**config.mk**
```make
export PLATFORM = sky130hd
export DESIGN_NAME = dssg_ctrl
export DESIGN_NICKNAME = d
export VERILOG_FILES = /design/src/dssg_pkg.sv /design/src/dssg_ctrl.sv
export SDC_FILE = /design/constraint.sdc
export NUM_CORES = 1
export LEC_CHECK = 0
export ABC_CLOCK_PERIOD_IN_PS = 2400
export BUFFER_PORTS_ARGS = -buffer_cell sky130_fd_sc_hd__buf_2
export CORE_ASPECT_RATIO = 0.6
export CORE_MARGIN = 2
export CORE_UTILIZATION = 35
export DETAILED_ROUTE_END_ITERATION = 8
export GPL_TIMING_DRIVEN = 0
export HOLD_SLACK_MARGIN = 0.03
export PLACE_DENSITY = 0.65
export SETUP_SLACK_MARGIN = 0.1
export SLEW_MARGIN = 10
export SYNTH_ARGS = -nofsm -noshare
export SYNTH_HDL_FRONTEND = slang
export SYNTH_SLANG_ARGS = --single-unit
```
**constraint.sdc**
```tcl
create_clock -name clk_i -period 2.4 [get_ports clk_i]
set_clock_uncertainty 0.15 [all_clocks]
set_input_delay 0.24 -clock clk_i [delete_from_list [all_inputs] [get_ports clk_i]]
set_output_delay 0.24 -clock clk_i [all_outputs]
set_load 0.1 [all_outputs]
```
**src/dssg_pkg.sv**
```systemverilog
// ----------------------------------------------------------------------------
// dssg_pkg
// Shared types and constants of the scatter segment generator: stream field
// layout, operation and register codes, controller/datapath interface.
// ----------------------------------------------------------------------------
package dssg_pkg;

  localparam int unsigned MAX_PAIRS = 16;
  localparam int unsigned MAX_RUN   = 64;
  localparam int unsigned IDX_W     = $clog2(MAX_PAIRS);
  localparam int unsigned PC_W      = $clog2(MAX_PAIRS + 1);
  localparam int unsigned CNT_W     = $clog2(MAX_RUN + 1);

  localparam int unsigned CFG_IDX_W = 2;
  localparam int unsigned CFG_DW    = 24;

  localparam logic [CFG_IDX_W-1:0] CFG_PACKED_SIZE = 2'd0;
  localparam logic [CFG_IDX_W-1:0] CFG_EXTENT      = 2'd1;
  localparam logic [CFG_IDX_W-1:0] CFG_PAIR_COUNT  = 2'd2;

  typedef enum logic [1:0] {
    OP_LOAD  = 2'd0,
    OP_START = 2'd1,
    OP_CONT  = 2'd2
  } op_e;

  // Slave-side tdata layout
  localparam int unsigned S_TDATA_W = 256;
  localparam int unsigned EI_LSB  = 0;
  localparam int unsigned EO_LSB  = 4;
  localparam int unsigned EPO_LSB = 28;
  localparam int unsigned ES_LSB  = 52;
  localparam int unsigned FPO_LSB = 76;
  localparam int unsigned FL_LSB  = 108;
  localparam int unsigned ML_LSB  = 124;
  localparam int unsigned SB_LSB  = 156;
  localparam int unsigned BB_LSB  = 204;

  // Master-side tdata layout
  localparam int unsigned M_TDATA_W = 128;

  typedef struct packed {
    logic load_pair;
    logic capture;
    logic div_start;
    logic div_mlen;
    logic take_init;
    logic take_total;
    logic mul_en;
    logic mul_walk;
    logic mul_ps;
    logic take_base;
    logic srch_clr;
    logic srch_step;
    logic addr_walk;
    logic fix;
    logic first;
    logic wrap;
    logic len;
    logic walk_addr;
    logic cont_init;
    logic emit;
    logic emit_end;
  } cmd_t;

  typedef struct packed {
    logic div_busy;
    logic srch_stop;
    logic pend_valid;
    logic len_nz;
    logic cnt_full;
    logic out_free;
    logic run_active;
  } sts_t;

endpackage

```
**src/dssg_ctrl.sv**
```systemverilog
// ----------------------------------------------------------------------------
// dssg_ctrl
// Sequencer of the segment generator: division, typemap search, first
// segment, then the pair walk with one pending segment held for its flags.
// ----------------------------------------------------------------------------
module dssg_ctrl (
  input  logic                clk_i,
  input  logic                rst_ni,
  input  logic                s_valid_i,
  input  logic [1:0]          op_i,
  input  dssg_pkg::sts_t      sts_i,
  output logic                s_ready_o,
  output dssg_pkg::cmd_t      cmd_o
);

  typedef enum logic [18:0] {
    ST_IDLE  = 19'h00001,
    ST_DIV1S = 19'h00002,
    ST_DIV1W = 19'h00004,
    ST_DIV2S = 19'h00008,
    ST_DIV2W = 19'h00010,
    ST_MB    = 19'h00020,
    ST_MX    = 19'h00040,
    ST_SRD   = 19'h00080,
    ST_SCMP  = 19'h00100,
    ST_TRD   = 19'h00200,
    ST_FIX   = 19'h00400,
    ST_FIRST = 19'h00800,
    ST_WRAP  = 19'h01000,
    ST_RD    = 19'h02000,
    ST_LEN   = 19'h04000,
    ST_EMITM = 19'h08000,
    ST_MUL   = 19'h10000,
    ST_ADDR  = 19'h20000,
    ST_EMITE = 19'h40000
  } state_e;

  state_e state_q, state_d;

  always_comb begin
    state_d   = state_q;
    cmd_o     = '0;
    s_ready_o = 1'b0;
    cmd_o.addr_walk = 1'b1;
    case (state_q)
      ST_IDLE: begin
        s_ready_o = 1'b1;
        if (s_valid_i) begin
          case (op_i)
            dssg_pkg::OP_LOAD: cmd_o.load_pair = 1'b1;
            dssg_pkg::OP_START: begin
              cmd_o.capture = 1'b1;
              state_d = ST_DIV1S;
            end
            dssg_pkg::OP_CONT: begin
              if (sts_i.run_active) begin
                cmd_o.cont_init = 1'b1;
                state_d = ST_WRAP;
              end
            end
            default: ;
          endcase
        end
      end
      ST_DIV1S: begin
        cmd_o.div_start = 1'b1;
        state_d = ST_DIV1W;
      end
      ST_DIV1W: begin
        if (!sts_i.div_busy) begin
          cmd_o.take_init = 1'b1;
          state_d = ST_DIV2S;
        end
      end
      ST_DIV2S: begin
        cmd_o.div_start = 1'b1;
        cmd_o.div_mlen  = 1'b1;
        state_d = ST_DIV2W;
      end
      ST_DIV2W: begin
        if (!sts_i.div_busy) begin
          cmd_o.take_total = 1'b1;
          state_d = ST_MB;
        end
      end
      ST_MB: begin
        cmd_o.mul_en = 1'b1;
        cmd_o.mul_ps = 1'b1;
        state_d = ST_MX;
      end
      ST_MX: begin
        cmd_o.take_base = 1'b1;
        cmd_o.mul_en    = 1'b1;
        cmd_o.srch_clr  = 1'b1;
        state_d = ST_SRD;
      end
      ST_SRD: begin
        cmd_o.addr_walk = 1'b0;
        state_d = ST_SCMP;
      end
      ST_SCMP: begin
        cmd_o.addr_walk = 1'b0;
        cmd_o.srch_step = 1'b1;
        state_d = sts_i.srch_stop ? ST_TRD : ST_SRD;
      end
      ST_TRD: begin
        cmd_o.addr_walk = 1'b0;
        state_d = ST_FIX;
      end
      ST_FIX: begin
        cmd_o.fix = 1'b1;
        state_d = ST_FIRST;
      end
      ST_FIRST: begin
        cmd_o.first = 1'b1;
        state_d = ST_WRAP;
      end
      ST_WRAP: begin
        cmd_o.wrap = 1'b1;
        state_d = ST_RD;
      end
      ST_RD: state_d = ST_LEN;
      ST_LEN: begin
        cmd_o.len = 1'b1;
        if (sts_i.pend_valid) begin
          state_d = (sts_i.len_nz && !sts_i.cnt_full) ? ST_EMITM : ST_EMITE;
        end else begin
          state_d = sts_i.len_nz ? ST_MUL : ST_IDLE;
        end
      end
      ST_EMITM: begin
        if (sts_i.out_free) begin
          cmd_o.emit = 1'b1;
          state_d = ST_MUL;
        end
      end
      ST_MUL: begin
        cmd_o.mul_en   = 1'b1;
        cmd_o.mul_walk = 1'b1;
        state_d = ST_ADDR;
      end
      ST_ADDR: begin
        cmd_o.walk_addr = 1'b1;
        state_d = ST_WRAP;
      end
      ST_EMITE: begin
        if (sts_i.out_free) begin
          cmd_o.emit     = 1'b1;
          cmd_o.emit_end = 1'b1;
          state_d = ST_IDLE;
        end
      end
      default: state_d = ST_IDLE;
    endcase
  end

  always_ff @(posedge clk_i or negedge rst_ni) begin
    if (!rst_ni) begin
      state_q <= ST_IDLE;
    end else begin
      state_q <= state_d;
    end
  end

`ifndef SYNTHESIS
  a_emit_end_idle: assert property (@(posedge clk_i) disable iff (!rst_ni)
    cmd_o.emit_end |=> s_ready_o)
    else $error("run end did not return to idle");
  a_div_wait: assert property (@(posedge clk_i) disable iff (!rst_ni)
    cmd_o.div_start |=> sts_i.div_busy)
    else $error("divider did not start");
  a_emit_free: assert property (@(posedge clk_i) disable iff (!rst_ni)
    cmd_o.emit |-> sts_i.out_free)
    else $error("emit into occupied output");
`endif

endmodule

```
==> flow_summary.json <==
{
  "drive_gt1_share_pct": 62.0,
  "slew_headroom_pct": 64.5,
  "synth_flop_cell": "dfrtp_1",
  "failed_checks": "setup timing",
  "synth_warnings": 0,
  "drt_iter0_markers": 87,
  "grt_use_met1_pct": 25.0,
  "grt_antenna_before_repair": 0,
  "io_pins": 34,
  "setup_viol": 8,
  "num_rows": 17,
  "ys_types": 44,
  "required_ns": 2.01,
  "die_area_mm2": 0.00428,
  "r2r_start": "state_q[0]",
  "gp_congestion": 0.781,
  "hp-class": "in2reg",
  "slew_violations": 0,
  "status": "finished with violations",
  "end_kind": "primary output",
  "top_register": "state_q",
  "clockBufferDepth": 2,
  "cts_made_buffers": 3,
  "min_from": "sts_i[5]",
  "fin_ws_ns": -0.0981,
  "synthToLayoutAreaGrowth_pct": 83.7,
  "path_max_fanout": 6,
  "max_cap_viol_count": 0,
  "avgViaCountPerCell": 5.56,
  "avgSynthCellArea_um2": 9.75,
  "hpwl_um": 2530,
  "yosys.area.top_type": "dfrtp_1",
  "post-route-util_pct": 66.5,
  "die_h_um": 51.5,
  "syn_nets": 150,
  "fin_total_pwr_w": 0.00213,
  "cellPowerDensity_mw_per_mm2": 882,
  "wl_per_cell_um": 17.1,
  "worstMarginPinSlew_ns": 0.527,
  "drt_drc_violations_left": 0,
  "core_mm2": 0.00364,
  "numPortBuffers": 33,
  "final_cells": 255,
  "grt_max_degree": 20,
  "met2_usage_pct": 34.0,
  "setup.worst_path.start_class": "register",
  "diodes": 0,
  "largest_reg_flops": 19,
  "ir_worst_vdd_mv": 1.34,
  "ant_nets": 0,
  "reg_top3": "state_q: 19 flops",
  "synth_edf_count": 0,
  "initial_core_util_pct": 36.2,
  "clk_pin_slew_worst_paths_ns": 0.07,
  "num_vias": 1417,
  "placedCellCount": 215,
  "synth_top_area_share_pct": 34.2,
  "fin_crit_sh_pct": 104,
  "finalHoldViolations": 0,
  "yosys_register_bits": 19,
  "busiest_layer": "met2",
  "cts-htree-levels": 1,
  "cts_root_buffer": "clkbuf_8",
  "cts_tree": "yes",
  "setup.worst_path.start": "state_q[14]",
  "nets": 224,
  "grt_pass1_vias": 1366,
  "max_freq_mhz": 400,
  "async_flop_share_pct": 100,
  "grtUsageTotal_pct": 19.4,
  "synth_common_cells": "18 x dfrtp_1, 18 x nor2_1, 8 x nor3_1",
  "synth_area_mm2": 0.00132,
  "holdWs_ns": 0.0580,
  "p_leak_nw": 1.03,
  "ys_top_cells_by_area": "dfrtp_1 34%, nor4_4 6.5%, nor2_1 5.1%",
  "ys_seq_area_share_pct": 36.2,
  "min_period_ns": 2.50,
  "wl_um": 4360,
  "grt_overflow": 0,
  "crit_type": "reg2out",
  "postSynthCellCount": 135,
  "grt_pass1_wl_um": 6510,
  "arrival_ns": 2.11,
  "die_w_um": 83.2,
  "rsz0062_at_grt": "yes",
  "met3_usage_pct": 4.60,
  "clkSinkCount": 19,
  "dr.pass1.iters": 4,
  "clk_latency_ns": 0.26
}
-- critical path, stage by stage, from the launching register on --
cell and delay (ns):
dfrtp_1 0.41, nor4_4 0.31, buf_4 0.20, and4_1 0.22, buf_6 0.13, and4b_2 0.29, buf_6 0.12, buf_12 0.16
-- routing by layer --
metal,vias to the layer above,routed length (um)
li1,659,-
met1,702,1860
met2,51,2270
met3,5,193
met4,0,36
met5,-,0
-- path summary, 6_finish.rpt --
kind | endpoint | slack [ns] | depth (start not counted)
setup / recovery | cmd_o[11] | -0.1 | 7
hold / removal | state_q[9] | 0.06 | 2
setup reg to reg | state_q[0] | 0.07 | 7
hold reg to reg | state_q[10] | 0.46 | 2
max in group asynchronous | state_q[1] | 1.47 | 2
min in group asynchronous | state_q[10] | 0.30 | 2
-- per-stage QoR --
stage	worst slack (ns)	instance area, um^2	setup TNS [ns]
after floorplan	-0.751	1430	-4.16
final	-0.0981	2420	-0.273
after detailed placement	-0.294	1650	-2.79
after CTS	-0.0534	2220	-0.0697
after global placement	-0.199	1650	-1.32
after global routing	-0.178	2420	-1.39
-- cell families after synthesis --
family,share of synthesized area (%)
and+or+nand+nor,44.6
AOI/OAI and AO/OA,10.2
DFF,36.2
buffers and inverters,3.52
xor gates and xnor gates,2.66
adders and majority gates,2.85
-- area by class of cell --
cell class	count	area [um^2]
repair buffers	69	748
flip-flops and latches	19	488
inverters	7	33.8
fillers	265	1220
multi-input cells	106	1010
well taps	47	58.8
clock buffers	4	45.0
plain buffers	3	30.0
-- repair_timing --
item | CTS | global route
hold endpoints to repair | 18 | 0
pin swaps | 19 | 8
hold buffers | 1 | 0
gates resized for setup | 82 | 35
buffers inserted | 28 | 7
endpoints found under the setup margin | 28 | 28
-- layout by cell type (no fill, tap or decap), types with 4 or more instances in the layout --
cell / n
and4b_2: 5
buf_12: 18
buf_2: 11
buf_4: 31
buf_6: 10
dfrtp_1: 9
dfrtp_2: 9
inv_1: 5
nand2_1: 5
nand2b_1: 4
nor2_1: 12
nor2_4: 5
nor4_4: 6
xnor2_1: 4
-- power by group --
| part | switching, W | internal [W] | leakage (nW) |
|---|---|---|---|
| sequential | 0.0000499 | 0.000364 | 0.246 |
| combinational | 0.000797 | 0.000689 | 0.760 |
| clock | 0.000114 | 0.000118 | 0.0228 |
Power figures use the tool's default switching activity.
